[src/rtl/ers_pkg.sv]
package ers_pkg;

  // number of served floors, floor f owns request bit f-1
  localparam int FLOORS  = 16;
  localparam int FLOOR_W = 5;
  localparam int KIND_W  = 2;
  localparam int DIR_W   = 2;
  // scan index must hold 1..FLOORS and the floor field
  localparam int IDX_MIN = $clog2(FLOORS + 2);
  localparam int SCAN_W  = (IDX_MIN > FLOOR_W) ? IDX_MIN : FLOOR_W;
  localparam int BIT_W   = (FLOORS > 1) ? $clog2(FLOORS) : 1;

  typedef enum logic [KIND_W-1:0] {
    KIND_CALL   = 2'd0,
    KIND_ARRIVE = 2'd1,
    KIND_PASS   = 2'd2
  } kind_t;

  typedef enum logic [DIR_W-1:0] {
    DIR_STAY = 2'd0,
    DIR_UP   = 2'd1,
    DIR_DOWN = 2'd2
  } dir_t;

  typedef enum logic [2:0] {
    ST_IDLE,
    ST_DECODE,
    ST_PICK,
    ST_SCAN_INIT,
    ST_SCAN,
    ST_FINISH
  } state_t;

  // controller to datapath
  typedef struct packed {
    logic capture;
    logic call;
    logic arrive;
    logic set_here;
    logic pick_step;
    logic scan_init;
    logic scan_step;
    logic finish;
  } cmd_t;

  // datapath to controller
  typedef struct packed {
    logic              floor_ok;
    logic [KIND_W-1:0] kind;
    logic              busy;
    logic              at_goal;
    logic              pick_hit;
    logic              pick_last;
    logic              scan_hit;
    logic              scan_last;
    logic              emit_needed;
    logic              slot_free;
  } status_t;

endpackage

[src/rtl/ers_in_if.sv]
interface ers_in_if import ers_pkg::*; ();
  logic               valid;
  logic               ready;
  logic [KIND_W-1:0]  kind;
  logic [FLOOR_W-1:0] floor;

  modport source(output valid, output kind, output floor, input ready);
  modport sink(input valid, input kind, input floor, output ready);
endinterface

[src/rtl/ers_out_if.sv]
interface ers_out_if import ers_pkg::*; ();
  logic               valid;
  logic               ready;
  logic [FLOOR_W-1:0] stop_floor;
  logic [DIR_W-1:0]   heading;

  modport source(output valid, output stop_floor, output heading, input ready);
  modport sink(input valid, input stop_floor, input heading, output ready);
endinterface

[src/rtl/elevator_request_scheduler.sv]
// elevator request scheduler: takes call, arrival and passing words, keeps a
// bitmap of requested floors with the current floor, goal and direction, and
// answers a call, or an arrival that leaves a stop to serve, with one word
// naming the next floor and the heading (1 up, 2 down). one word is worked on
// at a time; the goal search and the stop search each walk the request
// bitmap one floor per cycle. the result sits in an output register, so a new
// word is taken while the previous result still waits on out_chan.ready; the
// next result then waits in the finish state until that register frees up.
// words with a floor outside 1..FLOORS or an unknown kind are dropped.
module elevator_request_scheduler import ers_pkg::*; (
  input  logic      clk,
  input  logic      rst_n,
  ers_in_if.sink    in_chan,
  ers_out_if.source out_chan
);

  cmd_t    cmd;
  status_t sts;

  // sequencer: decode, goal search, stop search, result hand-off
  ers_ctrl u_ctrl (
    .clk      (clk),
    .rst_n    (rst_n),
    .in_valid (in_chan.valid),
    .in_ready (in_chan.ready),
    .sts      (sts),
    .cmd      (cmd)
  );

  // request bitmap, floor state, scan index and result register
  ers_datapath u_datapath (
    .clk            (clk),
    .rst_n          (rst_n),
    .in_kind        (in_chan.kind),
    .in_floor       (in_chan.floor),
    .cmd            (cmd),
    .sts            (sts),
    .out_ready      (out_chan.ready),
    .out_valid      (out_chan.valid),
    .out_stop_floor (out_chan.stop_floor),
    .out_heading    (out_chan.heading)
  );

endmodule

[src/rtl/ers_ctrl.sv]
module ers_ctrl import ers_pkg::*; (
  input  logic    clk,
  input  logic    rst_n,
  input  logic    in_valid,
  output logic    in_ready,
  input  status_t sts,
  output cmd_t    cmd
);

  state_t state_r, state_nxt;

  always_ff @(posedge clk) begin
    if (!rst_n) begin
      state_r <= ST_IDLE;
    end else begin
      state_r <= state_nxt;
    end
  end

  // next state
  always_comb begin
    state_nxt = state_r;
    unique case (state_r)
      ST_IDLE: begin
        if (in_valid) state_nxt = ST_DECODE;
      end
      ST_DECODE: begin
        state_nxt = ST_IDLE;
        if (sts.floor_ok) begin
          unique case (sts.kind)
            KIND_CALL:   state_nxt = ST_SCAN_INIT;
            KIND_ARRIVE: begin
              if (sts.busy) state_nxt = sts.at_goal ? ST_PICK : ST_SCAN_INIT;
            end
            default:     state_nxt = ST_IDLE;
          endcase
        end
      end
      ST_PICK: begin
        if (sts.pick_hit || sts.pick_last) state_nxt = ST_SCAN_INIT;
      end
      ST_SCAN_INIT: state_nxt = ST_SCAN;
      ST_SCAN: begin
        if (sts.scan_hit || sts.scan_last) state_nxt = ST_FINISH;
      end
      ST_FINISH: begin
        if (!sts.emit_needed || sts.slot_free) state_nxt = ST_IDLE;
      end
      default: state_nxt = ST_IDLE;
    endcase
  end

  // outputs
  always_comb begin
    cmd      = '0;
    in_ready = 1'b0;
    unique case (state_r)
      ST_IDLE: begin
        in_ready    = 1'b1;
        cmd.capture = in_valid;
      end
      ST_DECODE: begin
        if (sts.floor_ok) begin
          unique case (sts.kind)
            KIND_CALL:   cmd.call = 1'b1;
            KIND_ARRIVE: cmd.arrive = sts.busy;
            KIND_PASS:   cmd.set_here = 1'b1;
            default:     cmd = '0;
          endcase
        end
      end
      ST_PICK:      cmd.pick_step = 1'b1;
      ST_SCAN_INIT: cmd.scan_init = 1'b1;
      ST_SCAN:      cmd.scan_step = 1'b1;
      ST_FINISH:    cmd.finish = !sts.emit_needed || sts.slot_free;
      default:      cmd = '0;
    endcase
  end

endmodule

[src/rtl/ers_datapath.sv]
module ers_datapath import ers_pkg::*; (
  input  logic               clk,
  input  logic               rst_n,
  input  logic [KIND_W-1:0]  in_kind,
  input  logic [FLOOR_W-1:0] in_floor,
  input  cmd_t               cmd,
  output status_t            sts,
  input  logic               out_ready,
  output logic               out_valid,
  output logic [FLOOR_W-1:0] out_stop_floor,
  output logic [DIR_W-1:0]   out_heading
);

  // scheduler state
  logic [FLOORS-1:0]  req_r, req_nxt;
  logic [FLOOR_W-1:0] here_r, here_nxt;
  logic [FLOOR_W-1:0] goal_r, goal_nxt;
  dir_t               dir_r, dir_nxt;
  logic               busy_r, busy_nxt;
  // word being worked on
  logic [KIND_W-1:0]  kind_r, kind_nxt;
  logic [FLOOR_W-1:0] floor_r, floor_nxt;
  logic [SCAN_W-1:0]  idx_r, idx_nxt;
  logic [FLOOR_W-1:0] stop_r, stop_nxt;
  logic               scan_up_r, scan_up_nxt;
  // result register
  logic               out_valid_r, out_valid_nxt;
  logic [FLOOR_W-1:0] out_stop_r, out_stop_nxt;
  dir_t               out_dir_r, out_dir_nxt;

  logic [SCAN_W-1:0]  floor_ext, floor_m1, idx_m1;
  logic [BIT_W-1:0]   floor_sel, idx_sel;
  logic               idx_hit, last_up, last_dn;
  logic [FLOOR_W-1:0] goal_base, goal_call;
  dir_t               dir_new;

  assign floor_ext = SCAN_W'(floor_r);
  assign floor_m1  = floor_ext - SCAN_W'(1);
  assign floor_sel = floor_m1[BIT_W-1:0];
  assign idx_m1    = idx_r - SCAN_W'(1);
  assign idx_sel   = idx_m1[BIT_W-1:0];
  assign idx_hit   = req_r[idx_sel];
  assign last_up   = (idx_r == SCAN_W'(FLOORS));
  assign last_dn   = (idx_r == SCAN_W'(1));

  // a call may push the goal further along the travel direction
  assign goal_base = (goal_r == '0) ? floor_r : goal_r;
  assign goal_call = ((dir_r == DIR_UP && floor_r > goal_base) ||
                      (dir_r == DIR_DOWN && floor_r < goal_base)) ? floor_r : goal_base;
  assign dir_new   = (here_r > goal_r) ? DIR_DOWN : DIR_UP;

  always_comb begin
    sts.floor_ok    = (floor_r != '0) && (floor_ext <= SCAN_W'(FLOORS));
    sts.kind        = kind_r;
    sts.busy        = busy_r;
    sts.at_goal     = (floor_r == goal_r);
    sts.pick_hit    = idx_hit;
    sts.pick_last   = (dir_r == DIR_UP) ? last_dn : last_up;
    sts.scan_hit    = idx_hit;
    sts.scan_last   = scan_up_r ? last_up : last_dn;
    sts.emit_needed = (kind_r == KIND_CALL) || (stop_r != '0);
    sts.slot_free   = !out_valid_r || out_ready;
  end

  always_comb begin
    req_nxt       = req_r;
    here_nxt      = here_r;
    goal_nxt      = goal_r;
    dir_nxt       = dir_r;
    busy_nxt      = busy_r;
    kind_nxt      = kind_r;
    floor_nxt     = floor_r;
    idx_nxt       = idx_r;
    stop_nxt      = stop_r;
    scan_up_nxt   = scan_up_r;
    out_stop_nxt  = out_stop_r;
    out_dir_nxt   = out_dir_r;
    out_valid_nxt = out_valid_r && !out_ready;

    if (cmd.capture) begin
      kind_nxt  = in_kind;
      floor_nxt = in_floor;
    end

    if (cmd.call) begin
      busy_nxt            = 1'b1;
      req_nxt[floor_sel]  = 1'b1;
      goal_nxt            = goal_call;
    end

    if (cmd.arrive) begin
      here_nxt           = floor_r;
      req_nxt[floor_sel] = 1'b0;
      if (floor_r == goal_r) goal_nxt = '0;
      // going up looks for the highest request, otherwise the lowest
      idx_nxt = (dir_r == DIR_UP) ? SCAN_W'(FLOORS) : SCAN_W'(1);
    end

    if (cmd.set_here) here_nxt = floor_r;

    if (cmd.pick_step) begin
      if (idx_hit) begin
        goal_nxt = FLOOR_W'(idx_r);
      end else if (!sts.pick_last) begin
        idx_nxt = (dir_r == DIR_UP) ? idx_m1 : idx_r + SCAN_W'(1);
      end
    end

    if (cmd.scan_init) begin
      idx_nxt     = SCAN_W'(here_r);
      scan_up_nxt = (goal_r > here_r);
      stop_nxt    = '0;
    end

    if (cmd.scan_step) begin
      if (idx_hit) begin
        stop_nxt = FLOOR_W'(idx_r);
      end else if (!sts.scan_last) begin
        idx_nxt = scan_up_r ? idx_r + SCAN_W'(1) : idx_m1;
      end
    end

    if (cmd.finish) begin
      if (sts.emit_needed) begin
        dir_nxt       = dir_new;
        out_valid_nxt = 1'b1;
        out_stop_nxt  = (stop_r != '0) ? stop_r : floor_r;
        out_dir_nxt   = dir_new;
      end else begin
        busy_nxt = 1'b0;
      end
    end
  end

  always_ff @(posedge clk) begin
    if (!rst_n) begin
      req_r       <= '0;
      here_r      <= FLOOR_W'(1);
      goal_r      <= '0;
      dir_r       <= DIR_STAY;
      busy_r      <= 1'b0;
      out_valid_r <= 1'b0;
    end else begin
      req_r       <= req_nxt;
      here_r      <= here_nxt;
      goal_r      <= goal_nxt;
      dir_r       <= dir_nxt;
      busy_r      <= busy_nxt;
      out_valid_r <= out_valid_nxt;
    end
  end

  always_ff @(posedge clk) begin
    kind_r     <= kind_nxt;
    floor_r    <= floor_nxt;
    idx_r      <= idx_nxt;
    stop_r     <= stop_nxt;
    scan_up_r  <= scan_up_nxt;
    out_stop_r <= out_stop_nxt;
    out_dir_r  <= out_dir_nxt;
  end

  assign out_valid      = out_valid_r;
  assign out_stop_floor = out_stop_r;
  assign out_heading    = out_dir_r;

endmodule

[src/flat_wrapper.sv]
// flat-port wrapper written by rule: the top's interface ports become plain ports
module elevator_request_scheduler_flat import ers_pkg::*;
  (clk, rst_n, in_chan_valid, in_chan_kind, in_chan_floor, in_chan_ready, out_chan_valid, out_chan_stop_floor, out_chan_heading, out_chan_ready);
  ers_in_if in_chan_i ();
  ers_out_if out_chan_i ();
  input  logic clk;
  input  logic rst_n;
  input wire logic [$bits(in_chan_i.valid)-1:0] in_chan_valid;
  input wire logic [$bits(in_chan_i.kind)-1:0] in_chan_kind;
  input wire logic [$bits(in_chan_i.floor)-1:0] in_chan_floor;
  output wire logic [$bits(in_chan_i.ready)-1:0] in_chan_ready;
  output wire logic [$bits(out_chan_i.valid)-1:0] out_chan_valid;
  output wire logic [$bits(out_chan_i.stop_floor)-1:0] out_chan_stop_floor;
  output wire logic [$bits(out_chan_i.heading)-1:0] out_chan_heading;
  input wire logic [$bits(out_chan_i.ready)-1:0] out_chan_ready;
  assign in_chan_i.valid = in_chan_valid;
  assign in_chan_i.kind = in_chan_kind;
  assign in_chan_i.floor = in_chan_floor;
  assign in_chan_ready = in_chan_i.ready;
  assign out_chan_valid = out_chan_i.valid;
  assign out_chan_stop_floor = out_chan_i.stop_floor;
  assign out_chan_heading = out_chan_i.heading;
  assign out_chan_i.ready = out_chan_ready;
  elevator_request_scheduler u_core (.clk(clk), .rst_n(rst_n), .in_chan(in_chan_i), .out_chan(out_chan_i));
endmodule
[config.mk]
export PLATFORM = sky130hd
export DESIGN_NAME = elevator_request_scheduler_flat
export DESIGN_NICKNAME = d
export VERILOG_FILES = /design/src/rtl/ers_pkg.sv /design/src/rtl/ers_in_if.sv /design/src/rtl/ers_out_if.sv /design/src/rtl/elevator_request_scheduler.sv /design/src/rtl/ers_ctrl.sv /design/src/rtl/ers_datapath.sv /design/src/flat_wrapper.sv
export SDC_FILE = /design/constraint.sdc
export NUM_CORES = 1
export LEC_CHECK = 0
export ABC_AREA = 1
export BUFFER_PORTS_ARGS = -buffer_cell sky130_fd_sc_hd__buf_2
export CAP_MARGIN = 15
export CELL_PAD_IN_SITES_DETAIL_PLACEMENT = 0
export CELL_PAD_IN_SITES_GLOBAL_PLACEMENT = 2
export CORE_UTILIZATION = 25
export DETAILED_ROUTE_END_ITERATION = 8
export PLACE_DENSITY = 0.64
export SLEW_MARGIN = 15
export SYNTH_ARGS = -nofsm -noshare
export SYNTH_HDL_FRONTEND = slang
export SYNTH_HIERARCHICAL = 1
export SYNTH_SLANG_ARGS = --single-unit
[constraint.sdc]
create_clock -name clk -period 6 [get_ports clk]
set_input_delay 0.9 -clock clk [delete_from_list [all_inputs] [get_ports clk]]
set_output_delay 0.9 -clock clk [all_outputs]
set_load 0.02 [all_outputs]
==> results of run 1 <==
## Yosys cell counts, types with 6 or more instances
master      n  area, um2
inv_1      59        221
o22ai_1    12       75.1
a21oi_1    19       95.1
nand3_2     6       60.1
dfxtp_1    43        861
nand4_1    19        119
edfxtp_1   15        450
xnor2_1     7       61.3
nor2_1     62        233
o21ai_0    31        155
nand2_2     9       56.3
nor3_1      7       35.0
nand2_1   103        387
ha_1       14        175
nand3_1    37        185
clkbuf_1   11       41.3
a21oi_2     7       61.3
## cells by family after synthesis
| logic type | after synthesis | synth area share |
|---|---|---|
| flip-flops | 58 | 0.358 |
| AO/OA/AOI/OAI | 81 | 0.132 |
| AND/OR/NAND/NOR | 254 | 0.330 |
| buffers and inverters | 86 | 0.0987 |
| adder cells (fa/ha/maj) | 14 | 0.0478 |
| XOR/XNOR | 13 | 0.0331 |
## final cells by class
cell class	count	area (um2)	area share
clock buffers	11	233	0.0558
clock inverters	5	55.1	0.0132
inverters	68	260	0.0624
multi-input cells	362	1990	0.477
flip-flops and latches	58	1310	0.315
well taps	180	225	0.0540
repair buffers	19	95.1	0.0228
## power breakdown
part | internal (W) | switching [W]
Combinational | 0.000271 | 0.000554
Clock | 0.000319 | 0.000178
Sequential | 0.000485 | 0.000121
Total | 0.00108 | 0.000853
## state kept, by name, summed over array words and instances (netlist names)
name and flops:
u_core/u_ctrl/state_r 3, u_core/u_datapath/busy_r 1, u_core/u_datapath/dir_r 2, u_core/u_datapath/floor_ext 5
u_core/u_datapath/goal_r 5, u_core/u_datapath/here_r 5, u_core/u_datapath/idx_r 5, u_core/u_datapath/kind_r 2
u_core/u_datapath/out_heading 2, u_core/u_datapath/out_stop_floor 5, u_core/u_datapath/out_valid 1, u_core/u_datapath/req_r 16
u_core/u_datapath/scan_up_r 1, u_core/u_datapath/stop_r 5
## worst min-delay path by stage
stage | startpoint | to | depth (start not counted)
6_report | u_core/u_datapath/here_r[4]$_SDFFE_PN0P_ | u_core/u_datapath/here_r[4]$_SDFFE_PN0P_ | 2
4_1_cts | u_core/u_datapath/stop_r[4]$_DFF_P_ | u_core/u_datapath/stop_r[4]$_DFF_P_ | 2
2_1_floorplan | u_core/u_datapath/here_r[1]$_SDFFE_PN0P_ | u_core/u_datapath/here_r[1]$_SDFFE_PN0P_ | 2
3_5_place_dp | u_core/u_datapath/stop_r[4]$_DFF_P_ | u_core/u_datapath/stop_r[4]$_DFF_P_ | 2
3_3_place_gp | u_core/u_datapath/stop_r[4]$_DFF_P_ | u_core/u_datapath/stop_r[4]$_DFF_P_ | 2
5_1_grt | u_core/u_datapath/here_r[4]$_SDFFE_PN0P_ | u_core/u_datapath/here_r[4]$_SDFFE_PN0P_ | 2
## per-layer routing
metal | GRT usage | share of wire | up-vias
met1 | 0.204 | 0.48 | 1466
met2 | 0.261 | 0.46 | 54
met4 | 0.0670 | 0.029 | 0
met5 | 0 | 0 | -
li1 | - | - | 1690
met3 | 0.0351 | 0.029 | 19
## metrics by stage
stage	hold slack, ns	setup WS, ns	power (W)	cell area (um2)
2_1_floorplan	0.449	3.41	0.00127	3660
3_3_place_gp	0.478	3.11	0.00145	3880
3_5_place_dp	0.481	2.97	0.00144	3880
4_1_cts	0.493	2.94	0.00195	4170
5_1_grt	0.520	2.54	0.00209	4170
6_report	0.490	2.96	0.00193	4170
## worst register-to-register path: stages (launching register included)
cell      delay (ns)
edfxtp_1        0.60
inv_1           0.28
nand2_1         0.18
xor2_1          0.23
nand2_1         0.15
nor4_2          0.43
inv_1           0.42
nor2_1          0.23
o21bai_1        0.13
inv_1           0.05
nand2_1         0.06
nand3_1         0.10
a21oi_2         0.13
==> results.yml, run 1 <==
critical_path:
  end_kind: "register"
  crit_end: "u_core/u_datapath/idx_r[4]$_DFF_P_"
  reg2reg_depth: 12
  r2r_end: "u_core/u_datapath/idx_r[4]$_DFF_P_"
  reg2reg_from: "u_core/u_datapath/floor_ext[3]$_DFFE_PP_"
  cp-start-kind: "register"
  cp_top_family: "simple AND/OR/NAND/NOR gates"
  cp.arrival_ns: 3.31
  critPathSlowestCell: "edfxtp_1"
  worstSetupStartpoint: "u_core/u_datapath/floor_ext[3]$_DFFE_PP_"
  path_class: "reg2reg"
  r2r_slack_ns: 2.96
  critical_path_buf_inv_count: 3
  path_cells: "inv_1 -> nand2_1 -> xor2_1 -> nand2_1 -> nor4_2 -> inv_1 -> nor2_1 -> o21bai_1 -> inv_1 -> nand2_1 -> nand3_1 -> a21oi_2"
  worstPathRequired_ns: 6.27
  slowest_delay_ns: 0.60
  worst-path-stages: 12
  path_max_fanout: 20
clocking:
  cts_setup_buffers: 0
  numCtsBuffers: 9
  ctsLongestPathBuffers: 2
  htree_num_levels: 3
  cts-root-buf: "clkbuf_16"
  path_clk_slew_ns: 0.05
  cts_tree: "built"
  insertion_delay_ns: 0.33
  clock_sinks: 58
  cts_resized: 0
  hold_buffers: 0
yosys:
  avgSynthCellArea_um2: 7.24
  synth_enable_flop_cells: 15
  dominantRegCellSynth: "dfxtp_1"
  syn_nets: 531
  synth_area_um2: 3660
  synthCells: 506
  ys_seq_elements: 58
  yosysWarnings: 6
  synth_async_sr_flop_share: 0
  ys_seq_area_frac: 0.358
  ys_types: 39
drt:
  remaining_drc_errors: 0
  totalWireLength_um: 11000
  firstDrtPassIters: 4
  ant_nets: 0
  vias: 3229
  viasPerCell: 4.59
  drt-wirelength-per-cell_um: 15.6
  drtIter0Drc: 156
global_routing:
  antenna_found_initial: 0
  grt_overflow: 0
  grt_max_degree: 25
  grt_pass1_vias: 3218
  grt_util_all_layers: 0.160
  grt_pass1_wl_um: 17600
sta:
  fmax_mhz: 329
  tns_ns: 0
  finClkSkew_ns: 0.00594
  hold_viol_final: 0
  worst_slew_pin_slew_ns: 0.915
  max_slew_margin: 0.390
  rsz0062_at_grt: "false"
  setup_violations: 0
  maxSlewViolCount: 0
  period_needed_ns: 3.04
  fin_crit_sh: 0.507
place:
  dpl.hpwl_um: 8470
  port_buffers: 19
  routabilityCongestion: 0.778
  dp_cells: 687
die:
  die_w_um: 123
  num_rows: 43
  coreArea_um2: 14100
  die_area_um2: 15100
  start_util: 0.260
  die_y_um: 123
  ioPinCount: 20
outcome:
  status: "finished clean"
cells_and_area:
  num_antenna_cells: 0
  final_cell_mix: "103 x nand2_1, 62 x nor2_1, 59 x inv_1"
  final_common_cell: "nand2_1"
  instances_no_fill: 703
  drive_gt1_frac: 0.141
  syn_to_final_growth_pct: 13.8
  nets: 543
  final_util: 0.296
  fill_cells: 1557
worst_hold_path:
  hold_class: "reg2reg"
power_and_ir_drop:
  ir_drop_mv: 0.150
  cellPowerDensity_nw_per_um2: 462
  leakage_nw: 1.75
flow_run:
  cap_violations: 0
No activity file was read; power rests on OpenSTA's default activity.
==> run 2, diff against run 1 <==
--- a/config.mk
+++ b/config.mk
@@ -5,7 +5,7 @@
 export SDC_FILE = /design/constraint.sdc
 export NUM_CORES = 1
 export LEC_CHECK = 0
-export ABC_AREA = 1
+export ABC_AREA = 0
 export BUFFER_PORTS_ARGS = -buffer_cell sky130_fd_sc_hd__buf_2
 export CAP_MARGIN = 15
 export CELL_PAD_IN_SITES_DETAIL_PLACEMENT = 0
==> constraint.sdc (replaced) <==
create_clock -name clk -period 2.59 [get_ports clk]
set_input_delay 0.3885 -clock clk [delete_from_list [all_inputs] [get_ports clk]]
set_output_delay 0.3885 -clock clk [all_outputs]
set_load 0.02 [all_outputs]
==> run 2 against run 1 <==
Critical path depth down 2. Non-clock buffer count is 43 higher. Register-to-register slack worse by 2.9 ns. Global-route usage down 0.74 points. Final area up 4.2%. Die area shrank 6.2%. Flip-flop and latch count did not move. First-iteration DRC count is 47% higher. Wire length fell by 6.6%. Sequential power grew 77%. Synthesized cell count down 22%. Fmax is 19% higher.
==> results.yml, run 2 <==
cells_and_area:
  drive_gt1_frac: 0.221
  seqCellArea_um2: 1310
  multi_input_area_um2: 2010
  syn_to_final_growth_pct: 26.6
  num_antenna_cells: 0
  instances_no_fill: 629
  nets: 473
  largest_reg_flops: 16
  final_cell_mix: "42 x buf_4, 42 x dfxtp_1, 37 x nand2_1"
  top_register: "u_core/u_datapath/req_r"
  fill_cells: 1394
clocking:
  htree_num_levels: 3
  numCtsBuffers: 9
  insertion_delay_ns: 0.33
  path_clk_slew_ns: 0.05
  ctsLongestPathBuffers: 2
  cts_tree: "built"
  clock_sinks: 58
  cts-root-buf: "clkbuf_16"
  hold_buffers: 0
sta:
  tns_ns: 0
  fin_crit_sh: 0.984
  rsz0062_at_grt: "true"
  maxSlewViolCount: 0
  worst_slew_pin_slew_ns: 0.408
  period_needed_ns: 2.55
  max_slew_margin: 0.727
  whs_ns: 0.228
  finClkSkew_ns: 0.00586
  hold_viol_final: 0
  setup_violations: 0
  fmax_mhz: 392
  layout_setup_ws_ns: 0.0407
die:
  ioPinCount: 20
  die_y_um: 119
  start_util: 0.258
  die_area_um2: 14200
  num_rows: 42
  coreArea_um2: 13300
  die_w_um: 119
yosys:
  avgSynthCellArea_um2: 8.64
  ys_seq_area_frac: 0.382
  synthCells: 397
  ys_seq_elements: 58
  synth_common_cells: "43 x dfxtp_1, 38 x o21ai_0, 37 x nand2_1"
  synth_area_um2: 3430
  yosysWarnings: 6
  synth_enable_flop_cells: 15
  ys_types: 64
  synth_async_sr_flop_share: 0
  dominantRegCellSynth: "dfxtp_1"
  yosysTopAreaCellShare: 0.251
  yosys.cell_count.top_type: "dfxtp_1"
  syn_nets: 422
  synthTopCellsByArea: "dfxtp_1 25%, edfxtp_1 13%, o21ai_0 5.5%, ha_1 5.1%, a21oi_1 4.7%"
  synth_area_leader_cell: "dfxtp_1"
global_routing:
  grt_max_degree: 20
  grt_overflow: 0
  antenna_found_initial: 0
  grt_pass1_wl_um: 16200
  grt_util_all_layers: 0.153
  grt_pass1_vias: 2949
critical_path:
  r2r_end: "u_core/u_datapath/goal_r[3]$_SDFF_PN0_"
  path_max_fanout: 5
  reg2reg_from: "u_core/u_datapath/goal_r[3]$_SDFF_PN0_"
  cp-start-kind: "register"
  worstPathRequired_ns: 2.81
  reg2reg_depth: 10
  worstSetupStartpoint: "u_core/u_datapath/goal_r[3]$_SDFF_PN0_"
  crit_end: "u_core/u_datapath/goal_r[3]$_SDFF_PN0_"
  r2r_slack_ns: 0.04
  cp.arrival_ns: 2.77
  end_kind: "register"
  path_class: "reg2reg"
power_and_ir_drop:
  ir_drop_mv: 0.489
  leakage_nw: 1.73
  finalPower_w: 0.00318
  cellPowerDensity_nw_per_um2: 733
drt:
  firstDrtPassIters: 4
  drtIter0Drc: 229
  viasPerCell: 4.94
  remaining_drc_errors: 0
  totalWireLength_um: 10200
  drt-wirelength-per-cell_um: 16.3
  ant_nets: 0
  vias: 3108
place:
  dpl.hpwl_um: 7740
  port_buffers: 19
  routabilityCongestion: 0.808
  dp_cells: 609
  post-place-ws_ns: -0.0819
worst_hold_path:
  hold_class: "in2reg"
flow_run:
  cap_violations: 0
outcome:
  status: "finished clean"
==> run 2: timing repair <==
action	CTS	global route
endpoints found under the setup margin	4	9
resized for setup	3	14
setup buffers	0	4
pin swaps	0	6
==> run 2: per-layer routing <==
metal / vias up / routed length (um) / track usage / part of all wire
li1: 1540 / - / - / -
met1: 1489 / 5110 / 0.209 / 0.50
met2: 66 / 4590 / 0.231 / 0.45
met3: 13 / 361 / 0.0330 / 0.035
met4: 0 / 178 / 0.0617 / 0.017
met5: - / 0 / 0 / 0
==> run 2: kinds of logic (layout without fill, tap and decap cells) <==
group / count (synthesis) / count (layout) / synth area share
adder cells (fa/ha/maj): 14 / 14 / 0.0510
flip-flops: 58 / 58 / 0.382
multiplexers: 8 / 8 / 0.0437
buffers and inverters: 43 / 99 / 0.0572
AND/OR/NAND/NOR: 130 / 130 / 0.194
AO/OA/AOI/OAI: 129 / 129 / 0.234
XOR/XNOR: 15 / 15 / 0.0383
==> run 2: where the power goes <==
| part | switching [W] | total (W) | internal (W) |
|---|---|---|---|
| combinational | 0.000498 | 0.000930 | 0.000432 |
| sequential | 0.0000693 | 0.00107 | 0.000998 |
| clock | 0.000446 | 0.00119 | 0.000740 |
==> run 2: critical path, stage by stage, from the launching register on <==
cell and delay, ns:
dfxtp_2 0.33, nor4_4 0.30, nor2b_4 0.25, a21oi_2 0.08, ha_1 0.33, and4b_1 0.23
o21ai_2 0.07, and4b_1 0.21, or3_4 0.37, a22oi_2 0.20, o21ai_1 0.07
==> run 2: final cells by class <==
cell class                      count  share of cell area
Clock buffer                        9              0.0518
Clock inverter                      7              0.0161
Inverter                           21              0.0181
Multi-Input combinational cell    296               0.462
Sequential cell                    58               0.302
Tap cell                          176              0.0507
Timing Repair Buffer               62              0.0991
==> run 2: worst min-delay path by stage <==
stage | start | end | cells after the start
2_1_floorplan | u_core/u_datapath/req_r[10]$_SDFF_PN0_ | u_core/u_datapath/req_r[10]$_SDFF_PN0_ | 2
3_3_place_gp | u_core/u_datapath/req_r[12]$_SDFF_PN0_ | u_core/u_datapath/req_r[12]$_SDFF_PN0_ | 2
3_5_place_dp | u_core/u_datapath/req_r[10]$_SDFF_PN0_ | u_core/u_datapath/req_r[10]$_SDFF_PN0_ | 2
4_1_cts | in_chan_kind[0] | u_core/u_datapath/kind_r[0]$_DFFE_PP_ | 1
5_1_grt | in_chan_kind[0] | u_core/u_datapath/kind_r[0]$_DFFE_PP_ | 1
6_report | in_chan_kind[1] | u_core/u_datapath/kind_r[1]$_DFFE_PP_ | 1
==> run 2: through the flow <==
step	utilization	instance area (um2)
floorplan	-	3460
global placement	0.298	3960
detailed placement	0.298	3960
CTS	0.321	4270
global route	0.327	4340
finish	0.327	4340
